## src/hdl/mnn_pkg.sv

```systemverilog
// Shared constants for the mixed number normaliser and its checker.
package mnn_pkg;

    // Width of every result field.
    localparam int OUT_WIDTH = 32;

    // Encodings of the mode register.
    localparam logic MODE_MIXED    = 1'b0;
    localparam logic MODE_IMPROPER = 1'b1;

endpackage

```

## src/hdl/mixed_number_normalizer.sv

```systemverilog
// Mixed number normaliser: Euclidean fraction reduction on a bit-serial shared divider.
// Steps in order: accept, multiply (improper mode only), set-up, then for each Euclid
// iteration a GCD state and a division, a GCD state that sees the zero remainder, the final
// divisions (two, and a third for a non-negative non-zero mixed fraction) and the load of the
// output register; a zero denominator skips to the output load. One item is in work at a
// time. Reset (rst_n low, asynchronous) clears the mode to mixed and empties the output.
module mixed_number_normalizer #(
    parameter int IN_WIDTH = 16
) (
    input  logic                                   clk,
    input  logic                                   rst_n,
    // Mode register write port.
    input  logic                                   mode_we,
    input  logic                                   mode_wdata,
    // Input beat.
    input  logic                                   in_valid,
    output logic                                   in_ready,
    input  logic signed [IN_WIDTH-1:0]             whole_in,
    input  logic signed [IN_WIDTH-1:0]             numer_in,
    input  logic signed [IN_WIDTH-1:0]             denom_in,
    // Result beat.
    output logic                                   out_valid,
    input  logic                                   out_ready,
    output logic signed [mnn_pkg::OUT_WIDTH-1:0]   whole_out,
    output logic signed [mnn_pkg::OUT_WIDTH-1:0]   numer_out,
    output logic signed [mnn_pkg::OUT_WIDTH-1:0]   denom_out,
    output logic                                   div_error
);
    import mnn_pkg::*;

    // The improper numerator n + d*w needs twice the input width; every magnitude that
    // passes through the divider fits in that width.
    localparam int MW = 2 * IN_WIDTH;
    // Working width for the final sign and wrap to the output width.
    localparam int XW = (MW > OUT_WIDTH) ? MW : OUT_WIDTH;
    localparam int CW = $clog2(MW);

    typedef enum logic [2:0] {
        S_IDLE,
        S_MUL,
        S_PREP,
        S_GCD,
        S_DIV,
        S_OUT
    } state_t;

    // What the divider is working on, so that its result goes to the right place.
    typedef enum logic [1:0] {
        PH_GCD,
        PH_RN,
        PH_RD,
        PH_WH
    } phase_t;

    state_t                state_reg;
    phase_t                phase_reg;
    logic                  mode_reg;

    // Captured operands.
    logic [IN_WIDTH-1:0]   w_reg;
    logic [IN_WIDTH-1:0]   n_reg;
    logic [IN_WIDTH-1:0]   d_reg;
    logic                  err_reg;

    // Shift-and-add multiplier for |d| * |w|.
    logic [MW-1:0]         acc_reg;
    logic [MW-1:0]         mcand_reg;
    logic [IN_WIDTH-1:0]   mplier_reg;

    // Fraction being reduced.
    logic [MW-1:0]         mn_reg;
    logic [MW-1:0]         md_reg;
    logic                  neg_reg;
    logic [OUT_WIDTH-1:0]  ws_reg;

    // Euclid operands.
    logic [MW-1:0]         x_reg;
    logic [MW-1:0]         y_reg;

    // Restoring divider: dq_reg shifts the dividend out and the quotient in.
    logic [MW-1:0]         dq_reg;
    logic [MW-1:0]         rem_reg;
    logic [MW-1:0]         dv_reg;
    logic [CW-1:0]         cnt_reg;

    logic                  out_valid_reg;
    logic [OUT_WIDTH-1:0]  whole_out_reg;
    logic [OUT_WIDTH-1:0]  numer_out_reg;
    logic [OUT_WIDTH-1:0]  denom_out_reg;
    logic                  div_error_reg;

    // Combinational helpers.
    logic [IN_WIDTH-1:0]   in_w_mag;
    logic [IN_WIDTH-1:0]   in_d_mag;
    logic [IN_WIDTH-1:0]   d_mag;
    logic                  prod_neg;
    logic [MW-1:0]         prod;
    logic [MW-1:0]         t_val;
    logic [MW-1:0]         t_mag;
    logic [MW:0]           div_shift;
    logic [MW:0]           div_diff;
    logic                  div_ge;
    logic [MW-1:0]         rem_next;
    logic [MW-1:0]         q_next;
    logic [XW-1:0]         q_ext;
    logic [XW-1:0]         mn_ext;
    logic [XW-1:0]         numer_signed;
    logic [XW-1:0]         md_ext;
    logic                  in_fire;

    assign in_ready  = (state_reg == S_IDLE);
    assign in_fire   = in_valid && in_ready;
    assign out_valid = out_valid_reg;
    assign whole_out = whole_out_reg;
    assign numer_out = numer_out_reg;
    assign denom_out = denom_out_reg;
    assign div_error = div_error_reg;

    always_comb
    begin
        // Magnitudes of the incoming beat, used to load the multiplier.
        in_w_mag = whole_in[IN_WIDTH-1] ? ({IN_WIDTH{1'b0}} - whole_in) : whole_in;
        in_d_mag = denom_in[IN_WIDTH-1] ? ({IN_WIDTH{1'b0}} - denom_in) : denom_in;
        d_mag    = d_reg[IN_WIDTH-1] ? ({IN_WIDTH{1'b0}} - d_reg) : d_reg;

        // In mixed mode the accumulator stays zero, so t is just the numerator.
        prod_neg = w_reg[IN_WIDTH-1] ^ d_reg[IN_WIDTH-1];
        prod     = prod_neg ? ({MW{1'b0}} - acc_reg) : acc_reg;
        t_val    = MW'(signed'(n_reg)) + prod;
        t_mag    = t_val[MW-1] ? ({MW{1'b0}} - t_val) : t_val;

        // One restoring division step.
        div_shift = {rem_reg, dq_reg[MW-1]};
        div_diff  = div_shift - {1'b0, dv_reg};
        div_ge    = !div_diff[MW];
        rem_next  = div_ge ? div_diff[MW-1:0] : div_shift[MW-1:0];
        q_next    = {dq_reg[MW-2:0], div_ge};

        q_ext        = XW'(q_next);
        mn_ext       = XW'(mn_reg);
        md_ext       = XW'(md_reg);
        numer_signed = neg_reg ? ({XW{1'b0}} - mn_ext) : mn_ext;
    end

    always_ff @(posedge clk or negedge rst_n)
    begin
        if (!rst_n)
        begin
            state_reg     <= S_IDLE;
            phase_reg     <= PH_GCD;
            mode_reg      <= MODE_MIXED;
            w_reg         <= '0;
            n_reg         <= '0;
            d_reg         <= '0;
            err_reg       <= 1'b0;
            acc_reg       <= '0;
            mcand_reg     <= '0;
            mplier_reg    <= '0;
            mn_reg        <= '0;
            md_reg        <= '0;
            neg_reg       <= 1'b0;
            ws_reg        <= '0;
            x_reg         <= '0;
            y_reg         <= '0;
            dq_reg        <= '0;
            rem_reg       <= '0;
            dv_reg        <= '0;
            cnt_reg       <= '0;
            out_valid_reg <= 1'b0;
            whole_out_reg <= '0;
            numer_out_reg <= '0;
            denom_out_reg <= '0;
            div_error_reg <= 1'b0;
        end
        else
        begin
            if (mode_we)
            begin
                mode_reg <= mode_wdata;
            end

            // The output register empties when its beat is taken; a load below overrides.
            if (out_ready)
            begin
                out_valid_reg <= 1'b0;
            end

            case (state_reg)
                S_IDLE:
                begin
                    if (in_fire)
                    begin
                        w_reg      <= whole_in;
                        n_reg      <= numer_in;
                        d_reg      <= denom_in;
                        acc_reg    <= '0;
                        mcand_reg  <= MW'(in_d_mag);
                        mplier_reg <= in_w_mag;
                        cnt_reg    <= '0;
                        if (denom_in == '0)
                        begin
                            err_reg   <= 1'b1;
                            state_reg <= S_OUT;
                        end
                        else
                        begin
                            err_reg   <= 1'b0;
                            state_reg <= (mode_reg == MODE_IMPROPER) ? S_MUL : S_PREP;
                        end
                    end
                end

                S_MUL:
                begin
                    if (mplier_reg[0])
                    begin
                        acc_reg <= acc_reg + mcand_reg;
                    end
                    mcand_reg  <= {mcand_reg[MW-2:0], 1'b0};
                    mplier_reg <= {1'b0, mplier_reg[IN_WIDTH-1:1]};
                    cnt_reg    <= cnt_reg + 1'b1;
                    if (cnt_reg == CW'(IN_WIDTH - 1))
                    begin
                        state_reg <= S_PREP;
                    end
                end

                S_PREP:
                begin
                    neg_reg   <= t_val[MW-1] != d_reg[IN_WIDTH-1];
                    mn_reg    <= t_mag;
                    md_reg    <= MW'(d_mag);
                    x_reg     <= MW'(d_mag);
                    y_reg     <= t_mag;
                    ws_reg    <= (mode_reg == MODE_IMPROPER) ? '0 : OUT_WIDTH'(signed'(w_reg));
                    state_reg <= S_GCD;
                end

                S_GCD:
                begin
                    rem_reg   <= '0;
                    cnt_reg   <= '0;
                    state_reg <= S_DIV;
                    if (y_reg == '0)
                    begin
                        // x holds the divisor; the numerator is divided first.
                        dq_reg    <= mn_reg;
                        dv_reg    <= x_reg;
                        phase_reg <= PH_RN;
                    end
                    else
                    begin
                        dq_reg    <= x_reg;
                        dv_reg    <= y_reg;
                        phase_reg <= PH_GCD;
                    end
                end

                S_DIV:
                begin
                    rem_reg <= rem_next;
                    dq_reg  <= q_next;
                    cnt_reg <= cnt_reg + 1'b1;
                    if (cnt_reg == CW'(MW - 1))
                    begin
                        case (phase_reg)
                            PH_GCD:
                            begin
                                x_reg     <= y_reg;
                                y_reg     <= rem_next;
                                state_reg <= S_GCD;
                            end
                            PH_RN:
                            begin
                                // Same divisor again, now for the denominator.
                                mn_reg    <= q_next;
                                dq_reg    <= md_reg;
                                rem_reg   <= '0;
                                cnt_reg   <= '0;
                                phase_reg <= PH_RD;
                            end
                            PH_RD:
                            begin
                                md_reg  <= q_next;
                                neg_reg <= neg_reg && (mn_reg != '0);
                                if (mode_reg == MODE_MIXED && !neg_reg && mn_reg != '0)
                                begin
                                    // A quotient of zero leaves the whole part as it is.
                                    dq_reg    <= mn_reg;
                                    dv_reg    <= q_next;
                                    rem_reg   <= '0;
                                    cnt_reg   <= '0;
                                    phase_reg <= PH_WH;
                                end
                                else
                                begin
                                    state_reg <= S_OUT;
                                end
                            end
                            PH_WH:
                            begin
                                ws_reg    <= ws_reg + q_ext[OUT_WIDTH-1:0];
                                mn_reg    <= rem_next;
                                state_reg <= S_OUT;
                            end
                            default:
                            begin
                                state_reg <= S_IDLE;
                            end
                        endcase
                    end
                end

                S_OUT:
                begin
                    if (!out_valid_reg || out_ready)
                    begin
                        out_valid_reg <= 1'b1;
                        div_error_reg <= err_reg;
                        state_reg     <= S_IDLE;
                        if (err_reg)
                        begin
                            whole_out_reg <= OUT_WIDTH'(signed'(w_reg));
                            numer_out_reg <= OUT_WIDTH'(signed'(n_reg));
                            denom_out_reg <= '0;
                        end
                        else
                        begin
                            whole_out_reg <= ws_reg;
                            numer_out_reg <= numer_signed[OUT_WIDTH-1:0];
                            denom_out_reg <= md_ext[OUT_WIDTH-1:0];
                        end
                    end
                end

                default:
                begin
                    state_reg <= S_IDLE;
                end
            endcase
        end
    end

endmodule

```

## config.mk

```make
export PLATFORM = sky130hd
export DESIGN_NAME = mixed_number_normalizer
export DESIGN_NICKNAME = d
export VERILOG_FILES = /design/src/hdl/mnn_pkg.sv /design/src/hdl/mixed_number_normalizer.sv
export SDC_FILE = /design/constraint.sdc
export NUM_CORES = 2
export LEC_CHECK = 0
export ABC_AREA = 1
export ABC_CLOCK_PERIOD_IN_PS = 5000
export BUFFER_PORTS_ARGS = -buffer_cell sky130_fd_sc_hd__buf_2
export CELL_PAD_IN_SITES_DETAIL_PLACEMENT = 0
export CELL_PAD_IN_SITES_GLOBAL_PLACEMENT = 2
export CORE_ASPECT_RATIO = 0.5
export CORE_MARGIN = 3
export CORE_UTILIZATION = 36
export DETAILED_ROUTE_END_ITERATION = 7
export GPL_ROUTABILITY_DRIVEN = 0
export PLACE_DENSITY = 0.83
export RECOVER_POWER = 25
export SETUP_SLACK_MARGIN = 0.2
export SYNTH_ARGS = -nofsm -noshare
export SYNTH_HDL_FRONTEND = slang
export SYNTH_SLANG_ARGS = --single-unit
```

## constraint.sdc

```tcl
create_clock -name clk -period 5 [get_ports clk]
set_input_delay 0.25 -clock clk [delete_from_list [all_inputs] [get_ports clk]]
set_output_delay 0.25 -clock clk [all_outputs]
set_load 0.01 [all_outputs]
```

## Yosys cells after proc, flatten, opt, wreduce, memory -nomap -nowiden

Cells that the tools add are included.

| cells by class | value |
|---|---|
| $add $sub $neg | 11 |
| multiply operators | 0 |
| div/mod/pow operators | 0 |
| $lt $le $gt $ge | 0 |
| equality and inequality tests | 25 |
| shifts and indexed selects | 0 |
| mux-type cells | 73 |
| bitwise operators | 2 |
| reduce and logical (&&, ||, !) cells | 29 |

Operators by type and width:

| cell | number |
|---|---|
| 32-bit two-way mux | 29 |
| 32-bit case mux with 2 select lines | 13 |
| 32-bit adder | 3 |
| 1-bit by 32-bit subtractor with 32-bit output (first input constant) | 3 |
| 16-bit two-way mux | 4 |
| 1-bit by 16-bit subtractor with 16-bit output (first input constant) | 3 |
| 33-bit by 32-bit subtractor with 33-bit output | 1 |
| 32-bit zero test | 1 |
| 16-bit case mux with 2 select lines | 1 |
| 32-bit nonzero test | 1 |
| 5-bit case mux with 4 select lines | 1 |
| 3-bit two-way mux | 6 |
| 3-bit case mux with 6 select lines | 1 |
| 16-bit zero test | 1 |
| 5-bit two-way mux | 3 |
| 3-bit AND reduction | 5 |
| 2-bit inequality test (second input constant) | 6 |
| 5-bit case mux with 2 select lines | 1 |
| 3-bit case mux with 3 select lines | 1 |
| 2-bit case mux with 2 select lines | 2 |
| 2-bit AND reduction | 4 |
| 4-bit AND reduction | 2 |
| 1-bit two-way mux | 7 |
| 3-bit by 2-bit == test with 1-bit output (second input constant) | 2 |
| other kinds (25) | 39 |

| word-level totals | value |
|---|---|
| register bits after elaboration | 495 |
| latch bits | 0 |
| memory bits (writable) | 0 |
| ROM bits | 0 |
| bits of input ports | 54 |
| output and inout bits | 99 |
| logic and storage cells | 165 |
| memories kept | 0 |

## Logic depth before layout (Yosys ltp)

| depth | value |
|---|---|
| depth in word-level cells | 7 |
| mapped depth | 32 |
| mapped depth without buffers | 32 |

## Least setup slack after synthesis

OpenSTA, ideal clock, no wires.

| timing | value |
|---|---|
| kind | register -> register |
| from | register acc_reg[1] |
| to | register mn_reg[11] (netlist: mn_ext[11]) |
| setup time | 139 ps |
| data arrival time | 3592 ps |
| data required time | 4861 ps |
| path slack | 1269 ps |
| stages on the path, launching flop included | 28 |
| buffers on the path | 1 |
| period minus slack after synthesis | 3731 ps |
| cell sequence | dfrtp_1 inv_1 ha_1 nand3_1 nor2_1 nand3_1 nor3_1 inv_1 nor3_2 a21oi_1 a21oi_2 o21ai_0 xor2_1 ha_1 a21o_1 a21oi_1 nor2_1 nor2_1 nand2_2 inv_2 nand2_4 nand2_4 buf_2 nand2_1 o21ai_0 nor2_1 nor2_1 a22oi_1 |

| on the way | value |
|---|---|
| longest elaborated chain between the ends | 6 |

RTL lines:

| what | line | source |
|---|---|---|
| start, declared | mixed_number_normalizer.sv:66 | `logic [MW-1:0] acc_reg;` |
| start signal, assigned | mixed_number_normalizer.sv:217 | `acc_reg <= acc_reg + mcand_reg;` |
| 1-bit by 32-bit subtractor with 32-bit output | mixed_number_normalizer.sv:128 | `prod = prod_neg ? ({MW{1'b0}} - acc_reg) : acc_reg;` |
| 32-bit two-way mux * | mixed_number_normalizer.sv:128 |  |
| 32-bit adder * | mixed_number_normalizer.sv:129 | `t_val = MW'(signed'(n_reg)) + prod;` |
| 1-bit by 32-bit subtractor with 32-bit output | mixed_number_normalizer.sv:130 | `t_mag = t_val[MW-1] ? ({MW{1'b0}} - t_val) : t_val;` |
| 32-bit two-way mux * | mixed_number_normalizer.sv:130 |  |
| 32-bit case mux with 2 select lines * | mixed_number_normalizer.sv:188 | `case (state_reg)` |
| end signal, assigned | mixed_number_normalizer.sv:231 | `mn_reg <= t_mag;` |
| end signal, assigned | mixed_number_normalizer.sv:276 | `mn_reg <= q_next;` |
| end signal, assigned | mixed_number_normalizer.sv:303 | `mn_reg <= rem_next;` |
| end, declared | mixed_number_normalizer.sv:71 | `logic [MW-1:0] mn_reg;` |

Every way passes the cells marked *; elsewhere a longest branch is shown, timed or not.
A chain may end at the register's enable or synchronous reset.

## Worst setup path after layout

| timing | value |
|---|---|
| from | register w_reg[15] |
| to | register mn_reg[18] (netlist: mn_ext[18]) |

| on the way | value |
|---|---|
| longest elaborated chain between the ends | 6 |

RTL lines:

| what | line | source |
|---|---|---|
| start, declared | mixed_number_normalizer.sv:60 | `logic [IN_WIDTH-1:0] w_reg;` |
| start signal, assigned | mixed_number_normalizer.sv:193 | `w_reg <= whole_in;` |
| 1-bit XOR * | mixed_number_normalizer.sv:127 | `prod_neg = w_reg[IN_WIDTH-1] ^ d_reg[IN_WIDTH-1];` |
| 32-bit two-way mux * | mixed_number_normalizer.sv:128 |  |
| 32-bit adder * | mixed_number_normalizer.sv:129 |  |
| 1-bit by 32-bit subtractor with 32-bit output | mixed_number_normalizer.sv:130 |  |
| 32-bit two-way mux * | mixed_number_normalizer.sv:130 |  |
| 32-bit case mux with 2 select lines * | mixed_number_normalizer.sv:188 |  |

Marks and branches as above.

==> results.yml <==
outcome:
  status: "complete, but fails checks"
  failed_checks: "max-capacitance violations, max-slew violations"
synthesis:
  syn_area_per_cell_um2: 7.03
  muxShareOfSynthArea: 0
  synth.largest_area_cell: "dfrtp_1"
  synth-async-reset-ratio: 1.00
  synth_area_leaders: "dfrtp_1 (37%), nand2_1 (14%), inv_1 (6.6%), o21ai_0 (6.6%), ha_1 (5.4%)"
  synthSimpleGateAreaFrac: 0.257
  synth_top_family_by_area: "simple AND/OR/NAND/NOR gates"
  yosys_warnings: 0
  ys_types: 58
  synth_fp_nets: 4982
  synth_area_mm2: 0.0336
  yosysTopAreaCellShare: 0.368
  synth-main-ff-cell: "dfrtp_1"
  synth_edf_count: 0
  synth_fa_ha_area_frac: 0.0564
  synth-xor-area-share: 0.0289
  synth-compound-area-share: 0.195
  ys_ff_latch: 495
  synth_cells: 4779
  synth-seq-area-share: 0.368
floorplan:
  coreArea_mm2: 0.0915
  die_w_um: 438
  ioPinCount: 153
  start_util: 0.367
  std_cell_rows: 78
  fp.dieH_um: 222
  dieArea_mm2: 0.0973
sta:
  clock.fmax_mhz: 228
  clock_skew_ns: 0.0411
  hold_ws_ns: 0.0297
  final.setup.tns_ns: 0
  hold_viol_final: 0
  rsz0062_at_grt: "true"
  final.min_clock_period_ns: 4.39
  post-route-period-util: 0.879
  slew_viol_final: 69
  setup_violations: 0
  slew_headroom: -1.61
  tightestPinTransition_ns: 3.91
global_routing:
  grt_overflow: 0
  grt_max_degree: 149
  grtUsageTotal: 0.263
  antenna_found_initial: 7
  first_global_vias: 31600
  grt_pass1_wl_mm: 198
pwr:
  p_int_mw: 9.77
  combPwrFrac: 0.500
  power.leakage_nw: 18.4
  p_per_area_mw_per_mm2: 507
  irDropWorstVdd_uv: 310
  switching_share: 0.490
  power_mw: 19.2
  seqPwrFrac: 0.286
  p_clk_frac: 0.214
  p_switching_mw: 9.40
critical_path:
  worstSetupPathType: "reg -> reg"
  crit_required_ns: 5.51
  cp-start-kind: "register"
  cp_max_fo: 17
  worstPathArrival_ns: 4.90
  endpoint_kind: "register"
  r2r-start: "w_reg[15]"
  startpoint: "w_reg[15]"
clocking:
  cts_buffer_depth: 3
  clkTransAtPathRegs_ns: 0.07
  cts_max_level: 2
  clock_sinks: 495
  cts_tree: "yes"
  clk_latency_ns: 0.64
  numCtsBuffers: 51
  postCtsSetupBuffers: 0
  cts-root-buf: "clkbuf_16"
worst_hold_path:
  min_path_type: "in -> reg"
  hold_start: "denom_in[10]"
detailed_routing:
  num_vias: 33200
  drt_first_pass_iters: 7
  drt-vias-per-instance: 5.37
  drtAntennaViolNets: 0
  wire_per_inst_um: 21.1
  drt-total-wl_mm: 130
  drt_iter0_drc: 3105
  drc: 0
placement:
  portBuffers: 152
  hpwl_mm: 98.4
layout:
  syn_to_final_growth_pct: 12.4
  fill_cells: 9736
  layout-drive-gt1-share: 0.0675
  nets: 5097
flow_run:
  max-cap-violations: 1
[layout make-up]
cell class	count	area [µm²]	share of cell area
diodes	1	2.50	0.0000662
clock buffers	71	1450	0.0385
clock inverters	22	282	0.00745
inverters	626	2360	0.0624
multi-input cells	3471	18200	0.482
flip-flops and latches	495	12400	0.328
well taps	1240	1550	0.0411
repair buffers	249	1550	0.0411
[power by group through the flow]
stage / logic (mW) / registers [mW] / clock network, mW
floorplan: 6.31 / 5.22 / 0
detailed placement: 9.26 / 5.52 / 0
global placement: 9.24 / 5.51 / 0
CTS: 9.34 / 5.45 / 4.18
finish: 9.58 / 5.49 / 4.11
global route: 10.7 / 5.56 / 4.34
[through the flow]
stage / utilization / setup WS (ns) / cell area, µm² / std cells
CTS: 0.413 / 0.250 / 37800 / 6174
global placement: 0.389 / 0.363 / 35600 / 6035
finish: 0.413 / 0.607 / 37800 / 6175
floorplan: - / 1.27 / 33600 / 4779
detailed placement: 0.389 / 0.276 / 35600 / 6035
global route: 0.413 / 0.188 / 37800 / 6174
[synthesized netlist by cell type (51+ instances only)]
cell / count
a31oi_1: 51
o21ai_0: 440
xor2_1: 78
o22ai_1: 109
nand2_1: 1227
o211ai_1: 60
a21oi_1: 299
ha_1: 145
nor3_1: 60
inv_1: 591
nand3_1: 241
dfrtp_1: 495
nor2_1: 385
clkbuf_1: 129
[per-layer routing]
layer / GRT usage / share of wire / vias to the layer above
met5: 0 / 0.00010 / -
met4: 0.0480 / 0.017 / 2
met3: 0.0766 / 0.097 / 135
met2: 0.366 / 0.40 / 1070
met1: 0.400 / 0.49 / 15900
li1: - / - / 16000
[repair_timing]
action / in CTS / in global routing
endpoints found under the setup margin: 0 / 66
hold buffers: 46 / 0
endpoints found under the hold margin: 121 / 0
gates resized for setup: 0 / 24
[worst paths after layout]
check,to,depth (start not counted),slack (ns)
setup / recovery,mn_ext[18],21,0.61
hold / removal,d_reg[10],3,0.03
setup reg to reg,mn_ext[18],21,0.61
hold reg to reg,numer_out[3],2,0.48
max in group asynchronous,ws_reg[17],2,0.99
min in group asynchronous,denom_out[2],2,1.72
[cells by family after synthesis]
| logic type | Yosys count |
|---|---|
| AO/OA/AOI/OAI | 1145 |
| XOR/XNOR | 110 |
| adder cells (fa/ha/maj) | 149 |
| buffers and inverters | 813 |
| flip-flops | 495 |
| AND/OR/NAND/NOR | 2067 |
[cells in the final DEF (no fill, tap or decap), drive strengths merged, types with 10 or more instances in the layout]
| cell | Yosys | routed |
|---|---|---|
| dfrtp | 495 | 495 |
| nand3 | 253 | 253 |
| clkinv | 5 | 17 |
| o221ai | 18 | 18 |
| a22oi | 28 | 28 |
| nand2 | 1261 | 1261 |
| nor3 | 66 | 66 |
| o31ai | 12 | 12 |
| nor2 | 405 | 405 |
| nor4 | 21 | 21 |
| a21o | 14 | 14 |
| xor2 | 79 | 79 |
| or2 | 10 | 10 |
| clkbuf | 129 | 169 |
| nand4 | 39 | 39 |
| buf | 58 | 104 |
| o22ai | 109 | 109 |
| a31oi | 52 | 52 |
| inv | 621 | 622 |
| a2bb2oi | 22 | 22 |
| o211ai | 60 | 60 |
| dlygate4sd3 | 0 | 46 |
| ha | 145 | 145 |
| o21ai | 490 | 490 |
| o21a | 12 | 12 |
| xnor2 | 31 | 31 |
| a21oi | 302 | 302 |
[critical path, cell delays in order (launching register included)]
cell and delay [ns]:
dfrtp_1 0.58, nand2_1 0.13, nand2_2 0.11, buf_4 0.24, nand2_1 0.07, o21ai_0 0.18, inv_1 0.12, fa_1 0.81
ha_1 0.27, inv_1 0.10, nor2_1 0.18, nand3_2 0.12, inv_1 0.07, nand3_1 0.10, nor2_1 0.22, nand3_2 0.15
o21ai_4 0.26, a21oi_1 0.11, o21ai_1 0.22, nand2_1 0.09, nand2_1 0.06, o21ai_1 0.07
(Power assumes the default switching activity.)
